==> config.mk <==
export PLATFORM = sky130hd
export DESIGN_NAME = afd_mag_unit
export DESIGN_NICKNAME = d
export VERILOG_FILES = /design/src/rtl/core/assert_macros.svh /design/src/rtl/core/afd_pkg.sv /design/src/rtl/core/afd_mag_unit.sv
export SDC_FILE = /design/constraint.sdc
export NUM_CORES = 1
export LEC_CHECK = 0
export BUFFER_PORTS_ARGS = -buffer_cell sky130_fd_sc_hd__buf_2
export CORE_UTILIZATION = 60
export CTS_BUF_LIST = sky130_fd_sc_hd__clkbuf_2 sky130_fd_sc_hd__clkbuf_4 sky130_fd_sc_hd__clkbuf_8
export CTS_CLUSTER_SIZE = 16
export DETAILED_ROUTE_END_ITERATION = 10
export GPL_ROUTABILITY_DRIVEN = 0
export GPL_TIMING_DRIVEN = 0
export PLACE_DENSITY = 0.78
export SYNTH_ARGS = -nofsm -noshare
export SYNTH_HDL_FRONTEND = slang
export SYNTH_SLANG_ARGS = --single-unit
==> constraint.sdc <==
create_clock -name clk -period 8.4 [get_ports clk]
set_input_delay 0.84 -clock clk [delete_from_list [all_inputs] [get_ports clk]]
set_output_delay 0.84 -clock clk [all_outputs]
set_load 0.01 [all_outputs]
==> src/rtl/core/assert_macros.svh <==
// ---------------------------------------------------------------------------
// assert_macros.svh
// Concurrent assertion helpers used by the top-level detector.
// ---------------------------------------------------------------------------
`ifndef ASSERT_MACROS_SVH
`define ASSERT_MACROS_SVH

`ifndef ASSERT_OFF

// Property must hold at every rising clock edge outside reset
`define ASSERT_PROP(lbl, clk, rst_n, prop) \
  lbl: assert property (@(posedge clk) disable iff (!rst_n) prop) \
    else $error("assertion failed");

// Condition must never be true outside reset
`define ASSERT_NEVER(lbl, clk, rst_n, cond) \
  lbl: assert property (@(posedge clk) disable iff (!rst_n) !(cond)) \
    else $error("forbidden condition seen");

`else

`define ASSERT_PROP(lbl, clk, rst_n, prop)
`define ASSERT_NEVER(lbl, clk, rst_n, cond)

`endif

`endif

==> src/rtl/core/afd_pkg.sv <==
// ---------------------------------------------------------------------------
// afd_pkg
// Types, constants and helpers of the accelerometer fall detector.
// ---------------------------------------------------------------------------
package afd_pkg;

  // Axis code width and derived datapath widths
  localparam int AXIS_BITS = 6;
  localparam int SUM_W     = 2 * AXIS_BITS;        // sum of three squares fits here
  localparam int MAG_W     = 6;
  localparam int THR_W     = 6;
  localparam int SLOT_W    = 8;
  localparam int CFG_W     = 8;
  localparam int CNT_W     = $clog2(AXIS_BITS);

  // Configuration register reset values
  localparam logic [THR_W-1:0]  THR_RESET       = THR_W'(5);
  localparam logic [SLOT_W-1:0] SLOT_LAST_RESET = SLOT_W'(119);

  // Configuration register indexes
  typedef enum logic {
    CFG_FALL_THRESHOLD = 1'b0,
    CFG_SLOT_LAST      = 1'b1
  } cfg_idx_t;

  // Axis select codes for the squaring pass
  typedef enum logic [1:0] {
    AXIS_X = 2'd0,
    AXIS_Y = 2'd1,
    AXIS_Z = 2'd2
  } axis_sel_t;

  // Sequencer states
  typedef enum logic [1:0] {
    ST_IDLE,
    ST_SQUARE,
    ST_ROOT,
    ST_DECIDE
  } state_t;

  // Control from the sequencer to the magnitude unit
  typedef struct packed {
    logic      load;
    logic      square;
    logic      root_step;
    axis_sel_t axis_sel;
  } mag_ctrl_t;

  // One result item
  typedef struct packed {
    logic              fallen;
    logic [SLOT_W-1:0] slot;
    logic [MAG_W-1:0]  magnitude;
    logic [MAG_W-1:0]  change;
  } result_t;

  // Magnitude of a sign-extended two's complement code
  function automatic logic [AXIS_BITS-1:0] axis_abs(input logic [AXIS_BITS-1:0] v);
    if (v[AXIS_BITS-1]) begin
      return ~v + AXIS_BITS'(1);
    end
    return v;
  endfunction

endpackage

==> src/rtl/core/afd_mag_unit.sv <==
// ---------------------------------------------------------------------------
// afd_mag_unit
// Iterative magnitude unit: squares and sums the axes one per cycle, then
// takes the integer square root one result bit per cycle.
// ---------------------------------------------------------------------------
module afd_mag_unit
  import afd_pkg::*;
(
  input  logic                 clk,
  input  mag_ctrl_t            ctrl,
  input  logic [AXIS_BITS-1:0] x_raw,
  input  logic [AXIS_BITS-1:0] y_raw,
  input  logic [AXIS_BITS-1:0] z_raw,
  output logic [MAG_W-1:0]     magnitude
);

  localparam logic [SUM_W-1:0] BIT_START = SUM_W'(1) << (SUM_W - 2);

  logic [AXIS_BITS-1:0] ax_r, ay_r, az_r;
  logic [SUM_W-1:0]     n_r, n_nxt;
  logic [SUM_W-1:0]     root_r, root_nxt;
  logic [SUM_W-1:0]     bit_r, bit_nxt;
  logic [AXIS_BITS-1:0] operand;
  logic [SUM_W-1:0]     product;
  logic [SUM_W:0]       trial;

  // Operand select for the squaring pass
  always_comb begin
    case (ctrl.axis_sel)
      AXIS_X:  operand = ax_r;
      AXIS_Y:  operand = ay_r;
      default: operand = az_r;
    endcase
  end

  assign product = operand * operand;
  assign trial   = {1'b0, root_r} + {1'b0, bit_r};

  // Shared add/compare step
  always_comb begin
    n_nxt    = n_r;
    root_nxt = root_r;
    bit_nxt  = bit_r;
    if (ctrl.load) begin
      n_nxt    = '0;
      root_nxt = '0;
      bit_nxt  = BIT_START;
    end else if (ctrl.square) begin
      n_nxt = n_r + product;
    end else if (ctrl.root_step) begin
      bit_nxt = bit_r >> 2;
      if ({1'b0, n_r} >= trial) begin
        n_nxt    = n_r - trial[SUM_W-1:0];
        root_nxt = (root_r >> 1) + bit_r;
      end else begin
        root_nxt = root_r >> 1;
      end
    end
  end

  // Datapath registers, no reset needed
  always_ff @(posedge clk) begin
    if (ctrl.load) begin
      ax_r <= axis_abs(x_raw);
      ay_r <= axis_abs(y_raw);
      az_r <= axis_abs(z_raw);
    end
    n_r    <= n_nxt;
    root_r <= root_nxt;
    bit_r  <= bit_nxt;
  end

  assign magnitude = root_r[MAG_W-1:0];

endmodule

==> flow_summary.ini, run 1 <==
[final_layout]
syn_to_final_growth_pct = 7.77
multi_input_comb_area_mm2 = 0.00310
layout_common_cells = nand2_1 (55), inv_1 (50), ha_1 (47), nor2_1 (44), dfxtp_1 (30)
seq_area_mm2 = 0.00114
instances_no_fill = 670
final_nets = 657
mostFrequentLayoutCell = nand2_1
fillCellCount = 634
drive_gt1_frac = 0.0998
n_antenna_cell = 0

[timing]
fin_hold_ws_ns = 0.493
finalMaxSlewViolations = 0
slew_headroom = 0.602
rsz0062_at_grt = false
min_period_ns = 5.78
timing.setup.tns_ns = 0
tightestPinTransition_ns = 0.582
setup_viol_count_final = 0
hold_viol_final = 0
max_freq_ghz = 0.173
fin_crit_sh = 0.688
fin_skew_ns = 0.00678

[critical_path]
crit_arrival_ns = 6.00
r2r-start = ax_r[4]
cp_slowest_cell = fa_1
setup.worst_path.start = ctrl[0]
r2r_slack_ns = 3.23
reg2reg_depth = 17
path_cells = clkbuf_1, mux2i_1, nor2_1, a21oi_1, nor2_1, fa_1, inv_1, fa_1, inv_1, fa_1, fa_1, ha_1, o21ai_1, o21bai_1, a2111oi_0, o31a_1, o21ai_1, a311oi_1
crit_path_start_kind = primary input
path_max_fanout = 8
worst-path-buf-inv = 3
slowest_delay_ns = 0.58
path_class = in2reg
cpLargestDelayFamily = adder cells
r2r_end = n_r[9]
cp_num_cells = 18
end_kind = flip-flop
cp-endpoint = n_r[9]
cpMostUsedCell = fa_1
worstPathRequired_ns = 8.62

[detailed_routing]
dr.pass1.iters = 6
drt_iter0_markers = 270
routed_via_density = 6.01
drtAntennaViolNets = 0
vias = 4028
remaining_drc_errors = 0
wl_per_cell_um = 15.9
wirelength_um = 10600

[yosys]
ys_seq_area_frac = 0.250
avgSynthCellArea_um2 = 8.53
ys_ff_latch = 48
synth-async-reset-ratio = 0
yosys_warnings = 0
synth-edff-count = 18
yosys.cell_types.count = 66
synth_ff_type = dfxtp_1
syn-instance-count = 536
synth_fp_nets = 623
netlist_area_mm2 = 0.00457

[place]
dp_cells = 662
hpwl_um = 8270
io_buffers = 27

[clock_tree]
post-cts-setup-buffers = 0
clk_pin_slew_worst_paths_ns = 0.10
clock_path_buffers = 2
tritoncts = done
cts_hold_buf = 0
cts-root-buf = clkbuf_8
htree_levels = 2
clk_latency_ns = 0.31
cts.sinks = 48
cts_buffers = 5
post_cts_resized = 0

[floorplanning]
num_rows = 31
pin_count = 30
die_h_um = 89.3
die_w_um = 89.3
core_mm2 = 0.00729
start_util = 0.627
die-area_mm2 = 0.00798

[min_path]
hold_path.class = reg2reg
min_from = n_r[0]

[global_route]
grt_max_degree = 23
grt_pass1_wl_um = 17400
grt_overflow = 0
grt_pass1_vias = 3751
grt_util_all_layers = 0.285
antenna_found_initial = 0

[job]
maxCapViolCount = 0

[outcome]
run_status = completed

[power_and_ir_drop]
max-vdd-ir-drop_mv = 0.148
total_power_w = 0.00132
power_per_cell_area_mw_per_mm2 = 267
leakage_nw = 2.14
-- layer usage --
metal | GRT usage | share of wire
met5 | 0 | 0
met4 | 0.0851 | 0.023
met3 | 0.0314 | 0.043
met2 | 0.496 | 0.48
met1 | 0.374 | 0.45
-- stage by stage --
stage               cell area (µm²)  worst slack [ns]   util
CTS                            4930              2.63  0.676
floorplan                      4570              2.88      -
detailed placement             4830              2.34  0.663
global placement               4830              2.44  0.663
finish                         4930              2.62  0.676
global route                   4930              2.22  0.676
-- logic make-up after synthesis --
| group | count (synthesis) | synth area share |
|---|---|---|
| AO/OA/AOI/OAI | 147 | 0.225 |
| XOR/XNOR | 37 | 0.0709 |
| adder cells (fa/ha/maj) | 63 | 0.199 |
| buffers and inverters | 76 | 0.0736 |
| flip-flops | 48 | 0.250 |
| multiplexers | 12 | 0.0265 |
| AND/OR/NAND/NOR | 153 | 0.156 |
-- flip-flops by register name (all words and copies together), names as in the netlist --
| name | cells |
|---|---|
| n_r | 12 |
| root_r | 12 |
| ax_r | 6 |
| ay_r | 6 |
| az_r | 6 |
| bit_r | 6 |
-- synth_stat cells, types with 3 or more instances --
cell      number  area (µm²)
a21o_1         3        22.5
fa_1          16         320
nor2b_1        3        18.8
o211a_1        3        30.0
buf_4          7        52.6
a31oi_1       12        75.1
a21oi_1       23         115
or4_1          4        30.0
and3_1         4        25.0
edfxtp_1      18         541
o21ai_1        7        35.0
o21a_1         7        52.6
a211oi_1       6        45.0
nand4_1        5        31.3
nand2_1       55         206
a311oi_1      11        96.3
o21ai_0       26         130
ha_1          47         588
xor2_1        17         149
nand3_1       13        65.1
xnor2_1       20         175
or3_1          6        37.5
nor2_1        44         165
clkbuf_1      14        52.6
nand2b_1       5        31.3
o21bai_1       6        45.0
o21ba_2        3        30.0
dfxtp_1       30         601
o211ai_1       6        45.0
nor3_1         4        20.0
buf_6          3        33.8
inv_1         50         188
mux2i_1       11         110
o31ai_1        6        45.0
-- power breakdown --
group | internal (W) | total (W) | switching, W | leakage [nW]
Clock | 0.0000675 | 0.000152 | 0.0000844 | 0.0516
Combinational | 0.000354 | 0.000852 | 0.000499 | 1.67
Sequential | 0.000278 | 0.000313 | 0.0000352 | 0.422
Total | 0.000699 | 0.00132 | 0.000619 | 2.14
-- layout make-up --
| type | count | share of cell area |
|---|---|---|
| repair buffers | 27 | 0.0274 |
| well taps | 99 | 0.0251 |
| clock buffers | 6 | 0.0168 |
| flip-flops and latches | 48 | 0.232 |
| plain buffers | 26 | 0.0302 |
| multi-input cells | 412 | 0.628 |
| inverters | 50 | 0.0381 |
| clock inverters | 2 | 0.00279 |
-- worst min-delay path, stage by stage, from the launching register on --
cell	delay, ns
dfxtp_1	0.34
nand2_1	0.06
mux2i_1	0.05
-- worst min path at each step --
stage          slack (ns)  depth (start not counted)   endpoint
2_1_floorplan        0.46                          2  bit_r[10]
3_3_place_gp         0.47                          2     n_r[0]
3_5_place_dp         0.49                          2     n_r[0]
4_1_cts              0.50                          2     n_r[0]
5_1_grt              0.54                          2   bit_r[6]
6_report             0.49                          2     n_r[0]
Note: power is estimated with default switching activity, not from simulation.
==> run 2: changes to the inputs <==
Clock period 8.4 ns to 5.9 ns, I/O delays scaled along.
==> flow_summary.ini, run 2 (synthesized netlist as in run 1, its figures left out) <==
[critical_path]
cpLargestDelayFamily = adder cells
crit_path_start_kind = primary input
path_max_fanout = 8
cp_slowest_cell = fa_1
cpMostUsedCell = fa_1
path_class = in2reg
path_cells = buf_1, mux2i_1, nor2_1, a21oi_1, nor2_1, fa_1, inv_1, fa_1, inv_1, fa_1, fa_1, ha_1, o21ai_1, o21bai_1, a2111oi_1, o31a_1, o21ai_1, a311oi_1
end_kind = flip-flop
crit_arrival_ns = 5.72
r2r-start = ax_r[4]
setup.worst_path.start = ctrl[0]
slowest_delay_ns = 0.58
worstPathRequired_ns = 6.12
worst-path-buf-inv = 3

[timing]
tightestPinTransition_ns = 0.601
slew_headroom = 0.599
fin_crit_sh = 0.931
setup_viol_count_final = 0
max_freq_ghz = 0.182
min_period_ns = 5.49
fin_skew_ns = 0.00525
hold_viol_final = 0
timing.setup.tns_ns = 0
timing.final.ws_setup_ns = 0.406
fin_hold_ws_ns = 0.485
finalMaxSlewViolations = 0
rsz0062_at_grt = false

[power_and_ir_drop]
sequentialPowerShare = 0.237
total_power_w = 0.00188
switchingPower_w = 0.000885
netSwitchingFraction = 0.470
leakage_nw = 2.14
internal_power_w = 0.000998
p_comb_frac = 0.648
pwr-share-clk = 0.115
power_per_cell_area_mw_per_mm2 = 382
max-vdd-ir-drop_mv = 0.213

[min_path]
min_from = x_raw[0]
hold_path.class = in2reg

[clock_tree]
cts-root-buf = clkbuf_8
clk_pin_slew_worst_paths_ns = 0.10
htree_levels = 2
tritoncts = done
clock_path_buffers = 2
cts_buffers = 5
cts_hold_buf = 0
cts.sinks = 48
clk_latency_ns = 0.31

[global_route]
use_met1 = 0.374
grt_util_met2 = 0.496
use_met3 = 0.0314
grt-busiest-layer = met2
antenna_found_initial = 0
grt_pass1_wl_um = 17400
grt_util_all_layers = 0.285
grt_max_degree = 23
grt_pass1_vias = 3751
grt_overflow = 0

[detailed_routing]
dr.pass1.iters = 5
wl_per_cell_um = 15.9
vias = 4002
drt_iter0_markers = 293
wirelength_um = 10700
routed_via_density = 5.97
drtAntennaViolNets = 0
remaining_drc_errors = 0

[final_layout]
syn_to_final_growth_pct = 7.80
layout_common_cells = nand2_1 (55), inv_1 (50), ha_1 (47), nor2_1 (44), dfxtp_1 (30)
final_nets = 657
n_antenna_cell = 0
reg_top3 = n_r x12, root_r x12
drive_gt1_frac = 0.0998
mostFrequentLayoutCell = nand2_1

[outcome]
run_status = completed

[floorplanning]
pin_count = 30
die_w_um = 89.3
num_rows = 31
start_util = 0.627
die_h_um = 89.3
die-area_mm2 = 0.00798
core_mm2 = 0.00729

[place]
hpwl_um = 8270
io_buffers = 27
pre_cts_slack_ns = 0.0949

[job]
maxCapViolCount = 0
==> run 2: changes by cell type in the layout (fill, tap and decap cells not counted) <==
| cell | change |
|---|---|
| buf_1 | +1 |
| clkbuf_1 | -1 |
| a2111oi_0 | -1 |
| a2111oi_1 | +1 |
==> run 2: metrics by stage <==
stage	cell area (µm²)	std cells	util
final	4930	670	0.676
after global routing	4930	670	0.676
after CTS	4930	670	0.676
after detailed placement	4830	662	0.663
after global placement	4830	662	0.663
after floorplan	4570	536	-
==> run 2: layer usage <==
metal,share of wire,vias up
met5,0,-
met4,0.019,0
met3,0.038,19
met2,0.49,100
met1,0.45,1883
li1,-,2000
==> run 2: worst register-to-register path, stage by stage (launching register included) <==
cell,delay [ns]
edfxtp_1,0.42
mux2i_1,0.16
nor2_1,0.05
a21oi_1,0.41
nor2_1,0.13
fa_1,0.52
inv_1,0.07
fa_1,0.53
inv_1,0.06
fa_1,0.58
fa_1,0.44
ha_1,0.33
o21ai_1,0.17
o21bai_1,0.12
a2111oi_1,0.56
o31a_1,0.20
o21ai_1,0.06
a311oi_1,0.25
==> run 2: path summary, 6_finish.rpt <==
path / cells past startpoint / endpoint / slack, ns
min: 1 / ax_r[0] / 0.49
max reg2reg: 17 / n_r[9] / 0.76
min reg2reg: 2 / n_r[0] / 0.49
max: 18 / n_r[9] / 0.41
==> run 2: final cells by class <==
class                   instances  area [µm²]
flip-flops and latches         48        1140
well taps                      99         124
repair buffers                 27         135
fillers                       636        2360
clock inverters                 2        13.8
clock buffers                   6        82.6
plain buffers                  26         149
inverters                      50         188
multi-input cells             412        3100
==> run 2: power groups by stage <==
stage                     Clock (W)  Sequential [W]  Combinational (W)
after floorplan                   0        0.000435           0.000941
after global placement            0        0.000451            0.00115
after detailed placement          0        0.000452            0.00119
after CTS                  0.000218        0.000445            0.00120
after global routing       0.000229        0.000451            0.00137
final                      0.000217        0.000446            0.00122
==> run 2: what timing repair did <==
item / in CTS / in global routing
resized for setup: 0 / 2
setup buffers: 0 / 0
hold endpoints to repair: 0 / 0
setup endpoints to repair: 0 / 1
==> run 3: changes to the inputs <==
Settings changed: ABC_AREA set to 1.
==> flow_summary.ini, run 3 <==
[critical_path]
path_max_fanout = 7
r2r_end = n_r[11]
crit_arrival_ns = 5.00
r2r-start = az_r[5]
end_kind = flip-flop
crit_path_start_kind = primary input
path_class = in2reg
reg2reg_depth = 22
worstPathRequired_ns = 6.11
r2r_slack_ns = 1.29

[outcome]
run_status = completed

[min_path]
hold_end = ax_r[0]
hold_path.class = in2reg
hold_depth = 1
min_from = x_raw[0]

[yosys]
synth.top_cells.by_area = nand2_1 (13%), dfxtp_1 (12%), ha_1 (12%)
yosysTopAreaCell = nand2_1
syn-instance-count = 701
synth-edff-count = 18
netlist_area_mm2 = 0.00488
yosys.cell_types.count = 37
avgSynthCellArea_um2 = 6.96
synth_ff_type = dfxtp_1
synthDominantCellAreaShare = 0.134
synth_fp_nets = 788
synth_common_cells = nand2_1 (174), inv_1 (111), nand3_1 (70)
ys_seq_area_frac = 0.234
ys_ff_latch = 48
yosys_warnings = 0
yosysMostFrequentCell = nand2_1
synth-async-reset-ratio = 0

[floorplanning]
num_rows = 32
die_w_um = 92.1
pin_count = 30
die-area_mm2 = 0.00849
start_util = 0.625
core_mm2 = 0.00781
die_h_um = 92.1

[final_layout]
drive_gt1_frac = 0.0989
instances_no_fill = 840
fillCellCount = 724
n_antenna_cell = 0
reg_top3 = n_r x12, root_r x12
syn_to_final_growth_pct = 7.95
final_nets = 824
layout_common_cells = nand2_1 (174), inv_1 (111), nand3_1 (70), nor2_1 (64), ha_1 (47)
mostFrequentLayoutCell = nand2_1
design_area_mm2 = 0.00526

[timing]
finalMaxSlewViolations = 0
slew_headroom = 0.489
hold_viol_final = 0
max_freq_ghz = 0.209
tightestPinTransition_ns = 0.766
setup_viol_count_final = 0
fin_hold_ws_ns = 0.470
fin_crit_sh = 0.812
timing.setup.tns_ns = 0
min_period_ns = 4.79
rsz0062_at_grt = false
fin_skew_ns = 0.0130

[detailed_routing]
wirelength_um = 11400
remaining_drc_errors = 0
wl_per_cell_um = 13.6
vias = 4533
drtAntennaViolNets = 0
dr.pass1.iters = 5
routed_via_density = 5.40
drt_iter0_markers = 172

[clock_tree]
cts-root-buf = clkbuf_8
post_cts_resized = 0
cts.sinks = 48
clk_latency_ns = 0.32
cts_buffers = 5
htree_levels = 2
post-cts-setup-buffers = 0
tritoncts = done
cts_hold_buf = 0
clk_pin_slew_worst_paths_ns = 0.09
clock_path_buffers = 2

[global_route]
use_met1 = 0.372
grt-busiest-layer = met2
antenna_found_initial = 0
grt_overflow = 0
grt_util_met2 = 0.508
use_met3 = 0.0307
grt_pass1_wl_um = 19400
grt_max_degree = 23
grt_pass1_vias = 4218
grt_util_all_layers = 0.287

[place]
dp_cells = 832
hpwl_um = 9100
dpl-instance-area_mm2 = 0.00515
io_buffers = 29

[power_and_ir_drop]
power_per_cell_area_mw_per_mm2 = 500
total_power_w = 0.00263
max-vdd-ir-drop_mv = 0.194
leakage_nw = 2.66

[job]
maxCapViolCount = 0
[run 3: how the worst max path moves through the flow]
stage / depth (start not counted) / from / endpoint / slack, ns
after floorplan: 23 / ctrl[1] / n_r[10] / 1.35
after global placement: 24 / ctrl[1] / n_r[11] / 0.86
after CTS: 23 / ctrl[1] / n_r[6] / 1.12
after global routing: 25 / ctrl[1] / n_r[10] / 0.72
after detailed placement: 25 / ctrl[1] / n_r[10] / 0.79
final: 24 / ctrl[1] / n_r[11] / 1.11
[run 3: kinds of logic after synthesis]
| family | count (synthesis) | share of synthesized area |
|---|---|---|
| simple gates | 339 | 0.302 |
| xor+xnor | 32 | 0.0575 |
| compound gates | 89 | 0.110 |
| buf+inv | 130 | 0.110 |
| flops | 48 | 0.234 |
| fa+ha+maj | 63 | 0.186 |
[run 3: metrics by stage]
| step | worst slack (ns) | util |
|---|---|---|
| finish | 1.11 | 0.674 |
| global route | 0.721 | 0.674 |
| CTS | 1.12 | 0.674 |
| detailed placement | 0.793 | 0.659 |
| global placement | 0.858 | 0.659 |
| floorplan | 1.35 | - |
[run 3: metal layers]
layer / up-vias / part of all wire
li1: 2328 / -
met1: 2076 / 0.45
met2: 117 / 0.49
met3: 12 / 0.048
met4: 0 / 0.011
met5: - / 0
[run 3: final cells by class]
type                    count  area [µm²]  share of cell area
plain buffers              17         114              0.0216
clock buffers               5        68.8              0.0131
multi-input cells         523        3200               0.607
inverters                 113         424              0.0806
repair buffers             29         145              0.0276
well taps                 102         128              0.0242
clock inverters             3        46.3             0.00879
flip-flops and latches     48        1140               0.217
[run 3: power by group]
part           switching, W  total [W]  internal (W)
sequential        0.0000777   0.000488      0.000410
combinational       0.00117    0.00189      0.000713
clock              0.000131   0.000259      0.000128
total               0.00138    0.00263       0.00125
[run 3: worst max-delay path: stages]
cell and delay (ns):
buf_2 0.12, nor2_1 0.14, inv_1 0.10, o22a_1 0.18
o21a_1 0.17, inv_1 0.18, nor2_1 0.09, fa_1 0.48
inv_1 0.07, fa_1 0.53, inv_1 0.05, fa_1 0.51
fa_1 0.41, ha_1 0.35, a21oi_1 0.31, o21ai_0 0.17
nand2_1 0.09, nand3_1 0.10, inv_1 0.07, nand2_1 0.05
nand3_1 0.06, nand2_1 0.06, nor2_1 0.08, nor2_1 0.04
