## src/rtl/core/assert_macros.svh

```systemverilog
// ---------------------------------------------------------------------------
// assert_macros.svh
// Concurrent assertion helpers used by the top-level detector.
// ---------------------------------------------------------------------------
`ifndef ASSERT_MACROS_SVH
`define ASSERT_MACROS_SVH

`ifndef ASSERT_OFF

// Property must hold at every rising clock edge outside reset
`define ASSERT_PROP(lbl, clk, rst_n, prop) \
  lbl: assert property (@(posedge clk) disable iff (!rst_n) prop) \
    else $error("assertion failed");

// Condition must never be true outside reset
`define ASSERT_NEVER(lbl, clk, rst_n, cond) \
  lbl: assert property (@(posedge clk) disable iff (!rst_n) !(cond)) \
    else $error("forbidden condition seen");

`else

`define ASSERT_PROP(lbl, clk, rst_n, prop)
`define ASSERT_NEVER(lbl, clk, rst_n, cond)

`endif

`endif

```

## src/rtl/core/afd_pkg.sv

```systemverilog
// ---------------------------------------------------------------------------
// afd_pkg
// Types, constants and helpers of the accelerometer fall detector.
// ---------------------------------------------------------------------------
package afd_pkg;

  // Axis code width and derived datapath widths
  localparam int AXIS_BITS = 6;
  localparam int SUM_W     = 2 * AXIS_BITS;        // sum of three squares fits here
  localparam int MAG_W     = 6;
  localparam int THR_W     = 6;
  localparam int SLOT_W    = 8;
  localparam int CFG_W     = 8;
  localparam int CNT_W     = $clog2(AXIS_BITS);

  // Configuration register reset values
  localparam logic [THR_W-1:0]  THR_RESET       = THR_W'(5);
  localparam logic [SLOT_W-1:0] SLOT_LAST_RESET = SLOT_W'(119);

  // Configuration register indexes
  typedef enum logic {
    CFG_FALL_THRESHOLD = 1'b0,
    CFG_SLOT_LAST      = 1'b1
  } cfg_idx_t;

  // Axis select codes for the squaring pass
  typedef enum logic [1:0] {
    AXIS_X = 2'd0,
    AXIS_Y = 2'd1,
    AXIS_Z = 2'd2
  } axis_sel_t;

  // Sequencer states
  typedef enum logic [1:0] {
    ST_IDLE,
    ST_SQUARE,
    ST_ROOT,
    ST_DECIDE
  } state_t;

  // Control from the sequencer to the magnitude unit
  typedef struct packed {
    logic      load;
    logic      square;
    logic      root_step;
    axis_sel_t axis_sel;
  } mag_ctrl_t;

  // One result item
  typedef struct packed {
    logic              fallen;
    logic [SLOT_W-1:0] slot;
    logic [MAG_W-1:0]  magnitude;
    logic [MAG_W-1:0]  change;
  } result_t;

  // Magnitude of a sign-extended two's complement code
  function automatic logic [AXIS_BITS-1:0] axis_abs(input logic [AXIS_BITS-1:0] v);
    if (v[AXIS_BITS-1]) begin
      return ~v + AXIS_BITS'(1);
    end
    return v;
  endfunction

endpackage

```

## src/rtl/core/afd_decide.sv

```systemverilog
// ---------------------------------------------------------------------------
// afd_decide
// Configuration registers, previous magnitude, slot counter and the fall
// decision for each finished magnitude.
// ---------------------------------------------------------------------------
module afd_decide
  import afd_pkg::*;
(
  input  logic             clk,
  input  logic             rst_n,
  input  logic             cfg_we,
  input  cfg_idx_t         cfg_index,
  input  logic [CFG_W-1:0] cfg_data,
  input  logic             commit,
  input  logic [MAG_W-1:0] magnitude,
  output logic             emit,
  output result_t          result
);

  logic [THR_W-1:0]  thr_r;
  logic [SLOT_W-1:0] slot_last_r;
  logic [MAG_W-1:0]  prev_r;
  logic              have_prev_r;
  logic [SLOT_W-1:0] slot_r, slot_nxt;
  logic [MAG_W-1:0]  change;

  // Configuration writes
  always_ff @(posedge clk) begin
    if (!rst_n) begin
      thr_r       <= THR_RESET;
      slot_last_r <= SLOT_LAST_RESET;
    end else if (cfg_we) begin
      unique case (cfg_index)
        CFG_FALL_THRESHOLD: thr_r       <= cfg_data[THR_W-1:0];
        CFG_SLOT_LAST:      slot_last_r <= cfg_data[SLOT_W-1:0];
      endcase
    end
  end

  // Absolute change and threshold compare
  assign change = (magnitude >= prev_r) ? magnitude - prev_r : prev_r - magnitude;

  always_comb begin
    result.fallen    = change > thr_r;
    result.slot      = slot_r;
    result.magnitude = magnitude;
    result.change    = change;
  end

  assign emit = have_prev_r;

  // Slot counter wraps after the last value
  assign slot_nxt = (slot_r != slot_last_r) ? slot_r + SLOT_W'(1) : '0;

  always_ff @(posedge clk) begin
    if (!rst_n) begin
      prev_r      <= '0;
      have_prev_r <= 1'b0;
      slot_r      <= '0;
    end else if (commit) begin
      prev_r      <= magnitude;
      have_prev_r <= 1'b1;
      if (have_prev_r) begin
        slot_r <= slot_nxt;
      end
    end
  end

endmodule
```

## config.mk

```make
export PLATFORM = sky130hd
export DESIGN_NAME = afd_decide
export DESIGN_NICKNAME = d
export VERILOG_FILES = /design/src/rtl/core/assert_macros.svh /design/src/rtl/core/afd_pkg.sv /design/src/rtl/core/afd_decide.sv
export SDC_FILE = /design/constraint.sdc
export NUM_CORES = 1
export LEC_CHECK = 0
export ABC_CLOCK_PERIOD_IN_PS = 5000
export CELL_PAD_IN_SITES_DETAIL_PLACEMENT = 0
export CELL_PAD_IN_SITES_GLOBAL_PLACEMENT = 1
export CORE_ASPECT_RATIO = 0.8
export CORE_MARGIN = 3
export CORE_UTILIZATION = 50
export DETAILED_ROUTE_END_ITERATION = 8
export DONT_BUFFER_PORTS = 1
export PLACE_DENSITY = 0.94
export REMOVE_ABC_BUFFERS = 1
export SETUP_SLACK_MARGIN = 0.2
export SLEW_MARGIN = 10
export SYNTH_ARGS = -nofsm -noshare
export SYNTH_HDL_FRONTEND = slang
export SYNTH_SLANG_ARGS = --single-unit
```

## constraint.sdc

```tcl
create_clock -name clk -period 5 [get_ports clk]
set_input_delay 0.5 -clock clk [delete_from_list [all_inputs] [get_ports clk]]
set_output_delay 0.5 -clock clk [all_outputs]
set_load 0.02 [all_outputs]
```

==> insert_results.sql, run 1 <==
INSERT INTO impl_metrics (metric_group, metric, value, unit) VALUES
('timing', 'slew_headroom', '0.5099', ''),
('power_and_ir_drop', 'total_switching_power', '0.1840', 'mW'),
('timing', 'final.setup_skew', '0.005559', 'ns'),
('synthesis', 'synth_seq_area_share', '0.3156', ''),
('place', 'place_hpwl', '2678', 'um'),
('grt', 'overall_routing_resource_usage', '0.1731', ''),
('synthesis', 'postSynthAreaPerCell', '8.555', 'um2'),
('final_layout', 'filler_cell_count', '321', ''),
('power_and_ir_drop', 'share_seq_of_total_power', '0.392', ''),
('clock_tree', 'post-cts-setup-buffer-count', '0', ''),
('worst_hold_path', 'hold_path_class', 'primary input to flop', ''),
('power_and_ir_drop', 'p_comb_frac', '0.220', ''),
('setup_path', 'crit_start', 'prev_r[0]', ''),
('timing', 'final.period_utilization', '0.7737', ''),
('timing', 'fmaxAchievable', '0.2585', 'GHz'),
('grt', 'pin_count_of_the_biggest_net_entering_global_routing', '23', ''),
('grt', 'antenna_violations_before_repair', '0', ''),
('clock_tree', 'htree_num_levels', '2', ''),
('clock_tree', 'cts.repair.resized', '0', ''),
('setup_path', 'criticalPathCategory', 'flop to primary output', ''),
('clock_tree', 'cts-buffers-inserted', '5', ''),
('timing', 'rsz_0062_raised_after_global_routing', 'false', ''),
('route', 'wire_per_inst', '13.86', 'um'),
('route', 'wirelength', '3464', 'um'),
('place', 'place.gp.congestion', '0.8480', ''),
('setup_path', 'start_kind', 'flop', ''),
('synthesis', 'count_of_warnings_emitted_by_yosys', '0', ''),
('final_layout', 'nNetsFinal', '246', ''),
('timing', 'holdWs', '0.2896', 'ns'),
('flow_run', 'timing.max_cap.violations', '0', ''),
('power_and_ir_drop', 'cellPowerDensity', '334.0', 'nW/um2'),
('setup_path', 'timing.critical_path.slowest_cell_delay', '0.46', 'ns'),
('timing', 'post-route-min-period', '3.868', 'ns'),
('synthesis', 'synth_area', '1839', 'um2'),
('floorplan', 'std_cell_rows', '19', ''),
('floorplan', 'die_width', '73.81', 'um'),
('power_and_ir_drop', 'worst_vdd_ir', '211.6', 'uV'),
('setup_path', 'endpoint_kind_of_the_worst_setup_timing_path', 'primary output', ''),
('route', 'postRouteAntennaNets', '0', ''),
('floorplan', 'die_area', '4447', 'um2'),
('setup_path', 'critPathCapture', 'result[20]', ''),
('clock_tree', 'cts-hold-fix-buffers', '0', ''),
('power_and_ir_drop', 'static-leakage-power', '0.8664', 'nW'),
('final_layout', 'register_area', '580.6', 'um2'),
('clock_tree', 'clock-root-buffer', 'sky130_fd_sc_hd__clkbuf_8', ''),
('route', 'via_count', '1324', ''),
('setup_path', 'worst-path-max-fanout', '6', ''),
('floorplan', 'core', '3471', 'um2'),
('setup_path', 'cp.arrival', '3.37', 'ns'),
('power_and_ir_drop', 'swShare', '0.2869', ''),
('setup_path', 'setup.reg_to_reg.worst_slack', '3.23', 'ns'),
('grt', 'grt_pass1_vias', '1330', ''),
('route', 'drt-pass1-iter-count', '4', ''),
('clock_tree', 'clock_tree.buffer_depth', '2', ''),
('synthesis', 'count_of_different_cell_masters_after_synthesis', '32', ''),
('timing', 'final_hold_viol_count', '0', ''),
('setup_path', 'r2r_start', 'slot_r[6]', ''),
('setup_path', 'critical-path-slowest-cell', 'sky130_fd_sc_hd__xor2_1', ''),
('synthesis', 'synth_seq_cells', '29', ''),
('setup_path', 'most_frequent_cp_cell', 'sky130_fd_sc_hd__a21oi_1', ''),
('synthesis', 'postSynthCellCount', '215', ''),
('floorplan', 'starting_density_of_the_core', '0.5299', ''),
('clock_tree', 'worst_setup_hold_path_clk_slew', '0.06', 'ns'),
('timing', 'report.final.slew_viol_count', '0', ''),
('place', 'port_buffers', '0', ''),
('final_layout', 'syn2layout_area_growth', '4.422', '%'),
('floorplan', 'io_pins', '41', ''),
('setup_path', 'worst_r2r_endpoint', 'slot_r[3]', ''),
('status', 'status', 'finished clean', ''),
('timing', 'tns', '0', 'ns'),
('final_layout', 'final_core_utilization', '0.5534', '');
sequential cells by signal, summed over array words and instances (netlist names):
register / flops
slot_r: 8
prev_r: 6
slot_last_r: 8
emit: 1
thr_r: 6
synth_stat cells:
library cell	number	share of area
sky130_fd_sc_hd__buf_1	1	0.0020
sky130_fd_sc_hd__a21o_1	4	0.016
sky130_fd_sc_hd__buf_2	4	0.011
sky130_fd_sc_hd__nand4_1	4	0.014
sky130_fd_sc_hd__and4_1	1	0.0048
sky130_fd_sc_hd__fa_1	2	0.022
sky130_fd_sc_hd__a311oi_1	1	0.0048
sky130_fd_sc_hd__a211oi_1	1	0.0041
sky130_fd_sc_hd__mux2i_1	10	0.054
sky130_fd_sc_hd__inv_1	20	0.041
sky130_fd_sc_hd__o41ai_4	1	0.015
sky130_fd_sc_hd__nand3_1	10	0.027
sky130_fd_sc_hd__o21a_1	1	0.0041
sky130_fd_sc_hd__a21oi_1	15	0.041
sky130_fd_sc_hd__buf_4	7	0.029
sky130_fd_sc_hd__o21ai_0	4	0.011
sky130_fd_sc_hd__and3_1	1	0.0034
sky130_fd_sc_hd__o221ai_2	1	0.0082
sky130_fd_sc_hd__nor4_2	1	0.0068
sky130_fd_sc_hd__clkbuf_1	3	0.0061
sky130_fd_sc_hd__dfxtp_1	29	0.32
sky130_fd_sc_hd__nor2_1	15	0.031
sky130_fd_sc_hd__a21boi_0	2	0.0082
sky130_fd_sc_hd__and2_1	2	0.0068
sky130_fd_sc_hd__xor2_1	15	0.071
sky130_fd_sc_hd__nor2b_1	12	0.041
sky130_fd_sc_hd__ha_1	18	0.12
sky130_fd_sc_hd__mux2_2	1	0.0061
sky130_fd_sc_hd__a31oi_1	1	0.0034
sky130_fd_sc_hd__xnor2_1	4	0.019
sky130_fd_sc_hd__nand2_1	23	0.047
sky130_fd_sc_hd__o211ai_1	1	0.0041
final cells by class:
cell class                 instances  area share
clock buffer                       7     0.04495
clock inverter                     1     0.01564
inverter                          20     0.03909
multi-input combinational        151      0.5707
sequential                        29      0.3023
tap                               42     0.02736
routing by layer:
layer | vias up | share of wire | GRT usage | wire, um
met5 | - | 0 | 0 | 0
met4 | 0 | 0.021 | 0.08269 | 72
met3 | 8 | 0.081 | 0.07059 | 280
met2 | 31 | 0.42 | 0.2513 | 1451
met1 | 598 | 0.48 | 0.2216 | 1659
li1 | 687 | - | - | -
worst min path at each step:
stage	from	slack, ns	end	depth (start not counted)
floorplan	thr_r[0]	0.45	thr_r[0]	2
global placement	slot_last_r[3]	0.47	slot_last_r[3]	2
detailed placement	slot_last_r[7]	0.47	slot_last_r[7]	2
CTS	rst_n	0.28	thr_r[0]	1
global route	rst_n	0.28	thr_r[0]	1
finish	rst_n	0.29	thr_r[0]	1
stage by stage:
stage	power (mW)	std cells	area, um2	setup slack [ns]
2_1_floorplan	0.3736	200	1752	1.496
4_1_cts	0.6511	250	1921	1.120
6_report	0.6414	250	1921	1.132
3_5_place_dp	0.3969	242	1804	1.229
3_3_place_gp	0.3950	242	1804	1.348
5_1_grt	0.6808	250	1921	0.8261
worst max-delay path, delay by kind of cell, from the launching register on:
family	cells	cell delay, ns
flops	1	0.35
compound gates	5	1.14
xor+xnor	1	0.46
buf+inv	1	0.05
fa+ha+maj	3	0.79
simple gates	3	0.30
power by group through the flow:
stage / clock (mW) / combinational [mW] / sequential (mW)
detailed placement: 0 / 0.140 / 0.257
floorplan: 0 / 0.119 / 0.255
global placement: 0 / 0.138 / 0.257
finish: 0.249 / 0.141 / 0.252
global route: 0.268 / 0.160 / 0.253
CTS: 0.257 / 0.142 / 0.252
cells in the final DEF (no fill, tap or decap), drive strengths merged, types with 4 or more instances in the layout:
master	instances
o21ai	4
dfxtp	29
xor2	15
inv	20
nand3	10
a21o	4
nor2b	12
a21oi	15
nand4	4
clkbuf	7
nor2	15
ha	18
xnor2	4
mux2i	10
nand2	23
cells by family (layout without fill, tap and decap cells):
| group | Yosys count | count (layout) | synth area share |
|---|---|---|---|
| muxes | 11 | 11 | 0.06055 |
| and+or+nand+nor | 69 | 69 | 0.1809 |
| buffers and inverters | 35 | 28 | 0.08843 |
| AOI/OAI and AO/OA | 32 | 32 | 0.1197 |
| xor gates and xnor gates | 19 | 19 | 0.09048 |
| adders and majority gates | 20 | 20 | 0.1442 |
| DFF | 29 | 29 | 0.3156 |
Note: power is estimated with default switching activity, not from simulation.
==> run 2: changes to the inputs <==
--- a/config.mk
+++ b/config.mk
@@ -5,15 +5,15 @@
 export SDC_FILE = /design/constraint.sdc
 export NUM_CORES = 1
 export LEC_CHECK = 0
-export ABC_CLOCK_PERIOD_IN_PS = 5000
+export ABC_CLOCK_PERIOD_IN_PS = 4050
 export CELL_PAD_IN_SITES_DETAIL_PLACEMENT = 0
 export CELL_PAD_IN_SITES_GLOBAL_PLACEMENT = 1
 export CORE_ASPECT_RATIO = 0.8
 export CORE_MARGIN = 3
-export CORE_UTILIZATION = 50
+export CORE_UTILIZATION = 46
 export DETAILED_ROUTE_END_ITERATION = 8
 export DONT_BUFFER_PORTS = 1
-export PLACE_DENSITY = 0.94
+export PLACE_DENSITY = 0.88
 export REMOVE_ABC_BUFFERS = 1
 export SETUP_SLACK_MARGIN = 0.2
 export SLEW_MARGIN = 10
==> constraint.sdc (replaced) <==
create_clock -name clk -period 4.05 [get_ports clk]
set_input_delay 0.405 -clock clk [delete_from_list [all_inputs] [get_ports clk]]
set_output_delay 0.405 -clock clk [all_outputs]
set_load 0.02 [all_outputs]
==> run 2 against run 1 <==
Largest cell class unchanged. Highest routed layer unchanged. First-iteration DRC count grew 26%. Sequential power grew 23%. Final area grew 0.72%. Count of clock-buffer cells in the layout grew 1. Hold slack lost 0.089 ns. Cell count grew 4.0%.
==> insert_results.sql, run 2 (synthesized netlist as in run 1, its figures left out) <==
INSERT INTO impl_metrics (metric_group, metric, value, unit) VALUES
('route', 'postRouteAntennaNets', '0', ''),
('timing', 'final.setup_skew', '0.003598', 'ns'),
('setup_path', 'endpoint_kind_of_the_worst_setup_timing_path', 'primary output', ''),
('final_layout', 'nNetsFinal', '246', ''),
('route', 'first_iter_violations', '58', ''),
('grt', 'overall_routing_resource_usage', '0.1660', ''),
('final_layout', 'diode_count', '0', ''),
('status', 'status', 'finished clean', ''),
('power_and_ir_drop', 'static-leakage-power', '0.8613', 'nW'),
('setup_path', 'worst-path-max-fanout', '6', ''),
('route', 'wire_per_inst', '13.90', 'um'),
('timing', 'layout_setup_ws', '0.5303', 'ns'),
('grt', 'global_route_wire_length_before_repair', '6430', 'um'),
('final_layout', 'stdcell_count', '260', ''),
('clock_tree', 'clock-root-buffer', 'sky130_fd_sc_hd__clkbuf_8', ''),
('timing', 'fmaxAchievable', '0.2841', 'GHz'),
('clock_tree', 'cts_tree', 'built', ''),
('setup_path', 'criticalPathCategory', 'flop to primary output', ''),
('power_and_ir_drop', 'worst_vdd_ir', '221.0', 'uV'),
('timing', 'setup_viol_count_final', '0', ''),
('route', 'detail_route.drc_violations', '0', ''),
('power_and_ir_drop', 'power.internal', '0.4936', 'mW'),
('setup_path', 'crit_buf_inv', '1', ''),
('clock_tree', 'cts-buffers-inserted', '5', ''),
('route', 'avgViaCountPerCell', '5.115', ''),
('power_and_ir_drop', 'totalPowerFinal', '0.7225', 'mW'),
('final_layout', 'final_core_utilization', '0.5318', ''),
('floorplan', 'starting_density_of_the_core', '0.5057', ''),
('timing', 'final.period_utilization', '0.8691', ''),
('grt', 'grt_pass1_vias', '1362', ''),
('power_and_ir_drop', 'swShare', '0.3169', ''),
('clock_tree', 'htree_num_levels', '2', ''),
('final_layout', 'filler_cell_count', '360', ''),
('timing', 'tns', '0', 'ns'),
('clock_tree', 'post-cts-setup-buffer-count', '0', ''),
('timing', 'slew_of_the_pin_with_the_lowest_slew_margin', '0.7323', 'ns'),
('setup_path', 'start_kind', 'flop', ''),
('clock_tree', 'clock_tree.buffer_depth', '2', ''),
('route', 'drt-pass1-iter-count', '4', ''),
('final_layout', 'drive_above_1_share', '0.07212', ''),
('flow_run', 'timing.max_cap.violations', '0', ''),
('timing', 'post-route-min-period', '3.520', 'ns'),
('floorplan', 'std_cell_rows', '19', ''),
('setup_path', 'worst_path_dominant_cell_family', 'compound AO/OA/AOI/OAI gates', ''),
('floorplan', 'die_area', '4798', 'um2'),
('setup_path', 'timing.critical_path.slowest_cell_delay', '0.41', 'ns'),
('route', 'wirelength', '3613', 'um'),
('final_layout', 'syn2layout_area_growth', '5.170', '%'),
('power_and_ir_drop', 'total_switching_power', '0.2289', 'mW'),
('clock_tree', 'clkLatencyLatePin', '0.27', 'ns'),
('place', 'placed_cells', '252', ''),
('timing', 'report.final.slew_viol_count', '0', ''),
('clock_tree', 'tritoncts_num_sinks', '29', ''),
('floorplan', 'die_width', '76.70', 'um'),
('power_and_ir_drop', 'share_clk_of_total_power', '0.308', ''),
('grt', 'antenna_violations_before_repair', '0', ''),
('setup_path', 'timing.critical_path.cells', 'ha_1 -> inv_1 -> fa_1 -> a21oi_2 -> o221ai_2 -> a311oi_1 -> a21oi_1 -> xor2_2 -> ha_1 -> nand4_1 -> nor2_1 -> nor2_1 -> a21oi_2', ''),
('final_layout', 'biggestRegsByFlops', 'slot_last_r: 8 flops, slot_r: 8 flops', ''),
('route', 'via_count', '1330', ''),
('power_and_ir_drop', 'cellPowerDensity', '373.5', 'nW/um2'),
('place', 'place.gp.congestion', '0.8507', ''),
('grt', 'global_route.overflow_total', '0', ''),
('setup_path', 'cp.arrival', '3.11', 'ns'),
('final_layout', 'mostFrequentLayoutCells', 'sky130_fd_sc_hd__dfxtp_1 (29), sky130_fd_sc_hd__nand2_1 (23), sky130_fd_sc_hd__inv_1 (20), sky130_fd_sc_hd__ha_1 (18), sky130_fd_sc_hd__nor2_1 (15)', ''),
('clock_tree', 'worst_setup_hold_path_clk_slew', '0.06', 'ns'),
('power_and_ir_drop', 'p_comb_frac', '0.261', ''),
('setup_path', 'critical-path-slowest-cell', 'sky130_fd_sc_hd__fa_1', ''),
('place', 'place_hpwl', '2798', 'um'),
('timing', 'rsz_0062_raised_after_global_routing', 'false', ''),
('grt', 'pin_count_of_the_biggest_net_entering_global_routing', '23', ''),
('place', 'port_buffers', '0', ''),
('floorplan', 'core', '3637', 'um2'),
('setup_path', 'worst_ep_required_time', '3.64', 'ns'),
('timing', 'slew_headroom', '0.5108', ''),
('final_layout', 'layout.cells.most_common', 'sky130_fd_sc_hd__dfxtp_1', ''),
('floorplan', 'die_y', '62.56', 'um'),
('place', 'dp_worst_setup_slack', '0.4853', 'ns'),
('floorplan', 'io_pins', '41', ''),
('timing', 'final_hold_viol_count', '0', ''),
('power_and_ir_drop', 'share_seq_of_total_power', '0.431', ''),
('worst_hold_path', 'hold_path_class', 'primary input to flop', '');
run 2: changes by cell type in the layout (fill, tap and decap cells not counted), sizes merged:
| cell | previous run | this run |
|---|---|---|
| bufinv | 1 | 0 |
| clkbuf | 7 | 8 |
run 2: power groups by stage:
| stage | logic, mW | registers [mW] | clock network (mW) |
|---|---|---|---|
| final | 0.189 | 0.311 | 0.223 |
| after global routing | 0.215 | 0.313 | 0.245 |
| after CTS | 0.177 | 0.311 | 0.230 |
| after detailed placement | 0.176 | 0.317 | 0 |
| after global placement | 0.174 | 0.317 | 0 |
| after floorplan | 0.147 | 0.315 | 0 |
run 2: stage by stage:
step                      cell area, um2  hold WS, ns
final                               1934       0.2009
after global placement              1817       0.4688
after global routing                1934       0.1852
after detailed placement            1817       0.4738
after floorplan                     1752       0.4470
after CTS                           1897       0.1887
run 2: final cells by class:
| class | count | area, um2 | area share |
|---|---|---|---|
| Clock buffer | 8 | 80.08 | 0.04140 |
| Sequential cell | 29 | 580.6 | 0.3001 |
| Multi-Input combinational cell | 151 | 1134 | 0.5860 |
| Inverter | 20 | 75.07 | 0.03881 |
| Tap cell | 52 | 65.06 | 0.03364 |
run 2: metal layers:
metal	global-route usage	vias up	wire, um
met5	0	-	0
met4	0.06561	0	72
met3	0.06052	9	265
met2	0.2435	34	1519
met1	0.2200	600	1755
li1	-	687	-
run 2: worst paths after layout:
kind,from,endpoint,slack (ns),cells past startpoint
max,prev_r[0],result[20],0.53,13
min,rst_n,thr_r[0],0.20,1
min reg2reg,slot_last_r[3],slot_last_r[3],0.48,2
max reg2reg,slot_r[6],slot_r[7],2.26,5
run 2: what timing repair did:
action                     in CTS  in global routing
gates resized for setup         0                  6
hold buffers                    0                  0
setup endpoints to repair       0                  1
==> run 3: changes to the inputs <==
--- a/config.mk
+++ b/config.mk
@@ -14,7 +14,6 @@
 export DETAILED_ROUTE_END_ITERATION = 8
 export DONT_BUFFER_PORTS = 1
 export PLACE_DENSITY = 0.88
-export REMOVE_ABC_BUFFERS = 1
 export SETUP_SLACK_MARGIN = 0.2
 export SLEW_MARGIN = 10
 export SYNTH_ARGS = -nofsm -noshare
==> run 3 against run 2 <==
Cell count up 0.77%. Final area up 0.91%. Worst setup slack got worse by 0.11 ns. First-iteration DRC count shrank 17%. Non-clock buffer count up 2. Hold slack better by 0.00058 ns. Via count down 1.7%. Fmax is 3.0% lower. Clock skew rose by 0.0011 ns. Critical path type unchanged. Critical endpoint unchanged. Largest cell class unchanged. Highest routed layer unchanged.
==> insert_results.sql, run 3 (synthesized netlist as in run 1, its figures left out) <==
INSERT INTO impl_metrics (metric_group, metric, value, unit) VALUES
('route', 'wl_met3', '312', 'um'),
('place', 'placed_cells', '254', ''),
('route', 'first_iter_violations', '48', ''),
('grt', 'global_route_wire_length_before_repair', '5809', 'um'),
('route', 'dr_wl_met2', '1448', 'um'),
('place', 'dp_worst_setup_slack', '0.4497', 'ns'),
('place', 'place_hpwl', '2737', 'um'),
('setup_path', 'criticalPathCategory', 'flop to primary output', ''),
('final_layout', 'diode_count', '0', ''),
('place', 'place.gp.congestion', '0.8339', ''),
('final_layout', 'mostFrequentLayoutCells', 'sky130_fd_sc_hd__dfxtp_1 (29), sky130_fd_sc_hd__nand2_1 (23), sky130_fd_sc_hd__inv_1 (20), sky130_fd_sc_hd__ha_1 (18), sky130_fd_sc_hd__nor2_1 (15)', ''),
('timing', 'slew_headroom', '0.5379', ''),
('final_layout', 'postLayoutCellArea', '1952', 'um2'),
('final_layout', 'syn2layout_area_growth', '6.122', '%'),
('final_layout', 'final_core_utilization', '0.5366', ''),
('place', 'postPlaceCellArea', '1832', 'um2'),
('floorplan', 'die_area', '4798', 'um2'),
('setup_path', 'endpoint_kind_of_the_worst_setup_timing_path', 'primary output', ''),
('setup_path', 'worst_ep_required_time', '3.64', 'ns'),
('route', 'detail_route.drc_violations', '0', ''),
('setup_path', 'timing.critical_path.cells', 'ha_1 -> inv_1 -> fa_1 -> a21oi_1 -> o221ai_2 -> a211oi_1 -> a21oi_1 -> xor2_2 -> ha_1 -> nor2b_1 -> o21ai_0 -> a21oi_2', ''),
('synthesis', 'synthesized_netlist_net_count', '254', ''),
('timing', 'report.final.slew_viol_count', '0', ''),
('route', 'postRouteAntennaNets', '0', ''),
('clock_tree', 'post-cts-setup-buffer-count', '0', ''),
('route', 'drt-pass1-iter-count', '4', ''),
('clock_tree', 'cts_tree', 'built', ''),
('timing', 'final_hold_viol_count', '0', ''),
('power_and_ir_drop', 'cellPowerDensity', '391.1', 'nW/um2'),
('timing', 'setup_viol_count_final', '0', ''),
('route', 'detail_route.wirelength.met1', '1792', 'um'),
('floorplan', 'io_pins', '41', ''),
('floorplan', 'die_width', '76.70', 'um'),
('floorplan', 'std_cell_rows', '19', ''),
('place', 'port_buffers', '0', ''),
('setup_path', 'cp.depth', '12', ''),
('clock_tree', 'clkLatencyLatePin', '0.27', 'ns'),
('grt', 'antenna_violations_before_repair', '0', ''),
('route', 'via_count', '1308', ''),
('timing', 'final.setup_skew', '0.004677', 'ns'),
('flow_run', 'timing.max_cap.violations', '0', ''),
('clock_tree', 'cts-buffers-inserted', '5', ''),
('clock_tree', 'worst_setup_hold_path_clk_slew', '0.06', 'ns'),
('setup_path', 'crit_start', 'prev_r[0]', ''),
('route', 'wirelength', '3578', 'um'),
('grt', 'grt_pass1_vias', '1177', ''),
('power_and_ir_drop', 'static-leakage-power', '0.8789', 'nW'),
('setup_path', 'r2r_start', 'slot_r[3]', ''),
('power_and_ir_drop', 'totalPowerFinal', '0.7634', 'mW'),
('final_layout', 'layout.cells.most_common', 'sky130_fd_sc_hd__dfxtp_1', ''),
('setup_path', 'timing.critical_path.slowest_cell_delay', '0.41', 'ns'),
('clock_tree', 'tritoncts_num_sinks', '29', ''),
('route', 'avgViaCountPerCell', '4.992', ''),
('setup_path', 'worst_path_dominant_cell_family', 'compound AO/OA/AOI/OAI gates', ''),
('setup_path', 'crit_buf_inv', '1', ''),
('timing', 'layout_setup_ws', '0.4206', 'ns'),
('setup_path', 'worst_r2r_path_depth', '5', ''),
('clock_tree', 'htree_num_levels', '2', ''),
('timing', 'final.period_utilization', '0.8962', ''),
('final_layout', 'biggestRegsByFlops', 'slot_last_r: 8 flops, slot_r: 8 flops', ''),
('setup_path', 'worst-path-max-fanout', '6', ''),
('floorplan', 'core', '3637', 'um2'),
('worst_hold_path', 'hold_path_class', 'primary input to flop', ''),
('final_layout', 'drive_above_1_share', '0.08095', ''),
('setup_path', 'start_kind', 'flop', ''),
('timing', 'tns', '0', 'ns'),
('timing', 'holdWs', '0.2015', 'ns'),
('worst_hold_path', 'timing.hold.worst.start', 'rst_n', ''),
('floorplan', 'starting_density_of_the_core', '0.5057', ''),
('clock_tree', 'clock-root-buffer', 'sky130_fd_sc_hd__clkbuf_8', ''),
('grt', 'overall_routing_resource_usage', '0.1536', ''),
('grt', 'global_route.overflow_total', '0', ''),
('worst_hold_path', 'min_path_cells', '1', ''),
('timing', 'fmaxAchievable', '0.2755', 'GHz'),
('power_and_ir_drop', 'worst_vdd_ir', '256.5', 'uV'),
('floorplan', 'die_y', '62.56', 'um'),
('final_layout', 'nNetsFinal', '248', ''),
('grt', 'pin_count_of_the_biggest_net_entering_global_routing', '23', ''),
('setup_path', 'critical-path-slowest-cell', 'sky130_fd_sc_hd__fa_1', ''),
('clock_tree', 'clock_tree.buffer_depth', '2', ''),
('status', 'status', 'finished clean', ''),
('final_layout', 'stdcell_count', '262', ''),
('route', 'wire_per_inst', '13.66', 'um'),
('timing', 'post-route-min-period', '3.629', 'ns'),
('setup_path', 'cp.arrival', '3.22', 'ns'),
('timing', 'slew_of_the_pin_with_the_lowest_slew_margin', '0.6917', 'ns'),
('route', 'highest-signal-layer', 'met4', ''),
('timing', 'rsz_0062_raised_after_global_routing', 'false', '');
run 3: cell count changes in the layout (fill, tap and decap cells not counted), sizes merged:
cell    change
buf         +2
clkbuf      -1
clkinv      +1
run 3: power by group:
part	total, mW	switching, mW	internal (mW)	leakage, nW
Combinational	0.192	0.115	0.0776	0.587
Clock	0.260	0.106	0.153	0.0542
Sequential	0.311	0.0125	0.299	0.238
run 3: what timing repair did:
action | 4_1_cts | 5_1_grt
gates resized for setup | 0 | 3
hold buffers | 0 | 0
setup endpoints to repair | 0 | 1
run 3: area by class of cell:
class,count,area (um2)
sequential,29,580.6
fill,370,1685
multi-input combinational,151,1115
inverter,20,75.07
tap,52,65.06
clock buffer,7,96.34
clock inverter,1,5.005
timing repair buffer,2,15.01
run 3: worst paths after layout:
check,slack (ns),endpoint
setup / recovery,0.42,result[20]
hold / removal,0.20,thr_r[0]
setup reg to reg,2.31,slot_r[7]
hold reg to reg,0.48,slot_last_r[7]
run 3: metal layers:
layer,vias up,track usage
met4,0,0.06787
met3,2,0.06916
li1,690,-
met1,585,0.2218
met2,31,0.1891
met5,-,0
